<file path="src/rtl/ntc_pkg.sv">
`timescale 1ns / 1ps
// ----------------------------------------------------------------------------
// ntc_pkg
// Shared constants, types and table function for the thermistor converter.
// ----------------------------------------------------------------------------
package ntc_pkg;

  localparam int unsigned ADC_BITS_DEF        = 10;
  localparam int unsigned LOG_TABLE_DEPTH_DEF = 64;

  localparam int unsigned PRE_W  = 20;
  localparam int unsigned NOM_W  = 8;
  localparam int unsigned CFG_W  = 20;
  localparam int unsigned TEMP_W = 17;

  localparam logic [PRE_W-1:0] PRE_RESET = 20'd10000;
  localparam logic [NOM_W-1:0] NOM_RESET = 8'd10;

  typedef enum logic {
    CFG_SERIES_OHMS = 1'b0,
    CFG_NOMINAL_KOHM = 1'b1
  } cfg_idx_t;

  typedef enum logic [1:0] {
    ST_OK    = 2'd0,
    ST_OPEN  = 2'd1,
    ST_SHORT = 2'd2,
    ST_SAT   = 2'd3
  } status_t;

  localparam logic [29:0]        LN2_Q30 = 30'd744261118;
  localparam logic signed [35:0] C0_Q24  = 36'sd7392221389;
  localparam logic signed [35:0] C1_Q24  = 36'sd1269918314;
  localparam logic signed [35:0] C2_Q24  = 36'sd70497694;
  localparam logic signed [35:0] C3_Q24  = 36'sd1608264;

  localparam logic signed [TEMP_W-1:0] TEMP_MIN = -17'sd32768;
  localparam logic signed [TEMP_W-1:0] TEMP_MAX = 17'sd65535;

  typedef struct packed {
    logic valid;
    logic is_open;
    logic is_short;
  } meta_t;

  // log2(1 + k/depth) in Q24, depth = 2^ld, bit by bit squaring
  function automatic logic [24:0] lg_entry(int unsigned k, int unsigned ld);
    logic [63:0] y;
    logic [24:0] r;
    y = 64'(k + (32'd1 << ld)) << (30 - ld);
    r = '0;
    if (y >= (64'd1 << 31)) begin
      r = 25'h1000000;
    end else begin
      for (int i = 0; i < 24; i++) begin
        y = (y * y) >> 30;
        r = {r[23:0], 1'b0};
        if (y >= (64'd1 << 31)) begin
          y = y >> 1;
          r[0] = 1'b1;
        end
      end
    end
    return r;
  endfunction

endpackage

</file>
<file path="src/rtl/ntc_log2.sv">
`timescale 1ns / 1ps
// ----------------------------------------------------------------------------
// ntc_log2
// Three stage log2 of an unsigned word in Q24: normalize, table, interpolate.
// ----------------------------------------------------------------------------
module ntc_log2 #(
  parameter int unsigned W     = 34,
  parameter int unsigned DEPTH = 64,
  parameter int unsigned LW    = $clog2(W) + 25
) (
  input  logic          clk,
  input  logic          en,
  input  logic [W-1:0]  v_in,
  output logic [LW-1:0] lg_out
);
  import ntc_pkg::*;

  localparam int unsigned PW = $clog2(W);
  localparam int unsigned LD = $clog2(DEPTH);

  logic [24:0] rom_w [0:DEPTH];

  for (genvar k = 0; k <= DEPTH; k++) begin : g_rom
    assign rom_w[k] = lg_entry(k, LD);
  end

  logic [PW-1:0] p_nxt, p_a_r, p_b_r;
  logic [W+29:0] sh;
  logic [29:0]   frac_a_r;
  logic [LD-1:0] idx;
  logic [24:0]   lo_b_r, diff_b_r;
  logic [29:0]   rem_b_r;
  logic [54:0]   prod;
  logic [LW-1:0] lg_nxt, lg_r;

  always_comb begin
    p_nxt = '0;
    for (int i = 0; i < W; i++) begin
      if (v_in[i]) p_nxt = PW'(i);
    end
  end

  assign sh   = {v_in, 30'b0} >> p_nxt;
  assign idx  = frac_a_r[29 -: LD];
  assign prod = diff_b_r * rem_b_r;
  assign lg_nxt = LW'({p_b_r, 24'b0}) + LW'(lo_b_r) + LW'(prod[54:30]);

  always_ff @(posedge clk) begin
    if (en) begin
      p_a_r    <= p_nxt;
      frac_a_r <= sh[29:0];
      p_b_r    <= p_a_r;
      lo_b_r   <= rom_w[idx];
      diff_b_r <= rom_w[(LD+1)'(idx) + 1'b1] - rom_w[idx];
      rem_b_r  <= {frac_a_r[29-LD:0], LD'(0)};
      lg_r     <= lg_nxt;
    end
  end

  assign lg_out = lg_r;

endmodule

</file>
<file path="config.mk">
export PLATFORM = sky130hd
export DESIGN_NAME = ntc_log2
export DESIGN_NICKNAME = d
export VERILOG_FILES = /design/src/rtl/ntc_pkg.sv /design/src/rtl/ntc_log2.sv
export SDC_FILE = /design/constraint.sdc
export NUM_CORES = 2
export LEC_CHECK = 0
export CAP_MARGIN = 0
export CORE_MARGIN = 2
export CORE_UTILIZATION = 60
export DETAILED_ROUTE_END_ITERATION = 10
export DONT_BUFFER_PORTS = 1
export PLACE_DENSITY = 0.75
export SYNTH_ARGS = -nofsm -noshare
export SYNTH_HDL_FRONTEND = slang
export SYNTH_SLANG_ARGS = --single-unit
</file>
<file path="constraint.sdc">
create_clock -name clk -period 11.1 [get_ports clk]
set_input_delay 3.33 -clock clk [delete_from_list [all_inputs] [get_ports clk]]
set_output_delay 3.33 -clock clk [all_outputs]
set_load 0.02 [all_outputs]
</file>
==> impl_metrics.yaml <==
run:
  cap_violations: 0
timing:
  fmax_ghz: 0.0982
  holdWs_ps: 413
  hold_viol_final: 0
  setup_violations: 0
  period_minus_slack_ps: 10180
  slew_headroom_pct: 19.8
  fin_tns_setup_ps: 0
  rsz0062_at_grt: "false"
  worst_slew_pin_slew_ps: 1200
  slew_violations: 0
  fin_skew_ps: 13.0
  timing.final.crit_share_pct: 91.7
cells_and_area:
  postLayoutCoreUtil_pct: 62.9
  nets: 4335
  syn_to_final_growth_pct: 3.66
  most-common-layout-cells: "625 x inv_1, 505 x fa_1, 465 x nand2_1, 306 x and2_1, 249 x ha_1"
  fillers: 4509
  drive_above_1_share_pct: 3.96
  final_common_cell: "inv_1"
floorplanning:
  num_rows: 84
  die-area_mm2: 0.0550
  die_w_um: 235
  dieHeight_um: 235
  core_mm2: 0.0526
  start_util_pct: 60.7
  ioPinCount: 67
clocking:
  clock_sinks: 146
  post-cts-setup-buffers: 0
  clk_latency_ps: 450
  cts_buffers: 17
  clkTransAtPathRegs_ps: 70
  ctsResizeCount: 0
  htreeDepth: 4
  holdBufCountCts: 0
  cts_tree: "built"
  root_buffer: "clkbuf_16"
  clockBufferDepth: 2
global_routing:
  antenna_found_initial: 4
  grt_pass1_wl_um: 143000
  grtUsageTotal_pct: 33.9
  overflow: 0
  grt_max_degree: 147
  first_global_vias: 26100
routing:
  drc: 0
  routed_wl_um: 90300
  firstDrtPassIters: 8
  vias: 25900
  dr.first_iter.drc_count: 2949
  via_per_inst: 6.10
  antenna_left: 0
  wire_per_inst_um: 21.3
worst_hold_path:
  hold_class: "flop to flop"
yosys:
  syn_area_mm2: 0.0319
  syn_avg_cell_area_um2: 8.69
  syn-num-nets: 4462
  ys_seq_area_share_pct: 13.7
  synth_edf_count: 146
  synthArstFlopShare_pct: 0
  synth_cells: 3671
  synth-seq-cells: 146
  yosys_warnings: 0
  synthDistinctLibCells: 82
  synth_flop_cell: "edfxtp_1"
worst_setup_path:
  critPathKind: "flop to flop"
  required_ps: 11290
  endpoint_kind: "flop"
  slowest_delay_ps: 810
  arrival_ps: 10380
  critPathLaunchType: "flop"
  critPathSlowestCell: "edfxtp_1"
  cp_max_fo: 19
  crit_top_cell: "fa_1"
placed_design:
  place_congestion: 1.01
  io_buffers: 0
  hpwlAfterDp_um: 69800
status:
  outcome: "finished, final reports clean"
## synth_stat cells, types with 13 or more instances
library cell / n / area share, %
a31oi_1: 26 / 0.51
a21oi_1: 168 / 2.6
nor2_1: 174 / 2.0
fa_1: 505 / 32
ha_1: 250 / 9.8
o211ai_1: 30 / 0.71
clkbuf_1: 180 / 2.1
xnor2_1: 56 / 1.5
nand3_1: 48 / 0.75
and2_1: 306 / 6.0
o22ai_1: 20 / 0.39
a21o_1: 38 / 0.89
nor2b_1: 16 / 0.31
o21ai_0: 142 / 2.2
mux2i_1: 62 / 1.9
nand2b_1: 17 / 0.33
nand2_1: 465 / 5.5
a211oi_1: 34 / 0.80
edfxtp_1: 146 / 14
a311oi_1: 15 / 0.41
o311ai_0: 17 / 0.47
o21a_1: 24 / 0.57
nor3_1: 43 / 0.67
buf_1: 22 / 0.26
inv_1: 625 / 7.4
xor2_1: 20 / 0.55
o21bai_1: 13 / 0.31
## flip-flops by register name (all words and copies together) (netlist names)
| signal | cells |
|---|---|
| diff_b_r | 25 |
| p_a_r | 6 |
| frac_a_r | 30 |
| lo_b_r | 24 |
| p_b_r | 6 |
| lg_out | 31 |
| rem_b_r | 24 |
## critical path, delay by kind of cell (launching register included)
family | cells | cell delay, ps
AO/OA/AOI/OAI | 12 | 2740
flip-flops | 1 | 810
XOR/XNOR | 2 | 340
adder cells (fa/ha/maj) | 9 | 4000
buffers and inverters | 7 | 660
AND/OR/NAND/NOR | 6 | 1350
## layout make-up
| class | instances | area (µm²) | area share [%] |
|---|---|---|---|
| clock inverter | 14 | 145 | 0.439 |
| clock buffer | 18 | 429 | 1.30 |
| tap | 688 | 861 | 2.60 |
| sequential | 146 | 4380 | 13.3 |
| multi-input combinational | 2680 | 24300 | 73.7 |
| timing repair buffer | 68 | 510 | 1.54 |
| antenna | 3 | 7.51 | 0.0227 |
| inverter | 631 | 2370 | 7.17 |
## through the flow
step | setup slack, ps | cell area (µm²) | cells
after floorplan | 2450 | 31900 | 3671
after global placement | 1190 | 32500 | 4213
after detailed placement | 1030 | 32500 | 4213
after CTS | 1010 | 33000 | 4245
after global routing | 485 | 33000 | 4245
final | 916 | 33100 | 4248
## kinds of logic (layout without fill, tap and decap cells)
logic type	count (synthesis)	after routing	synth area share [%]
AOI/OAI and AO/OA	649	649	13.4
adders and majority gates	755	755	41.5
buffers and inverters	845	731	10.0
DFF	146	146	13.7
and+or+nand+nor	1125	1125	16.8
other	0	3	0
xor gates and xnor gates	76	76	2.09
muxes	75	75	2.44
## layer usage
| metal | global-route usage (%) | share of wire [%] | wire length (µm) |
|---|---|---|---|
| met3 | 6.08 | 9.0 | 8130 |
| met2 | 55.2 | 47 | 42200 |
| met1 | 44.7 | 40 | 35900 |
| met5 | 0 | 0 | 0 |
| met4 | 14.5 | 4.4 | 4020 |
## path summary, 6_finish.rpt
| check | start | endpoint | slack [ps] | cells past startpoint |
|---|---|---|---|---|
| worst max-delay path | rem_b_r[19] | lg_out[28] | 920 | 36 |
| worst min-delay path | p_a_r[4] | p_b_r[4] | 410 | 0 |
| worst max register to register | rem_b_r[19] | lg_out[28] | 920 | 36 |
| worst min register to register | p_a_r[4] | p_b_r[4] | 410 | 0 |
Power is left out: the tool's default activity adds up to more than one toggle a clock period on the data nets, which glitch-free logic cannot reach.
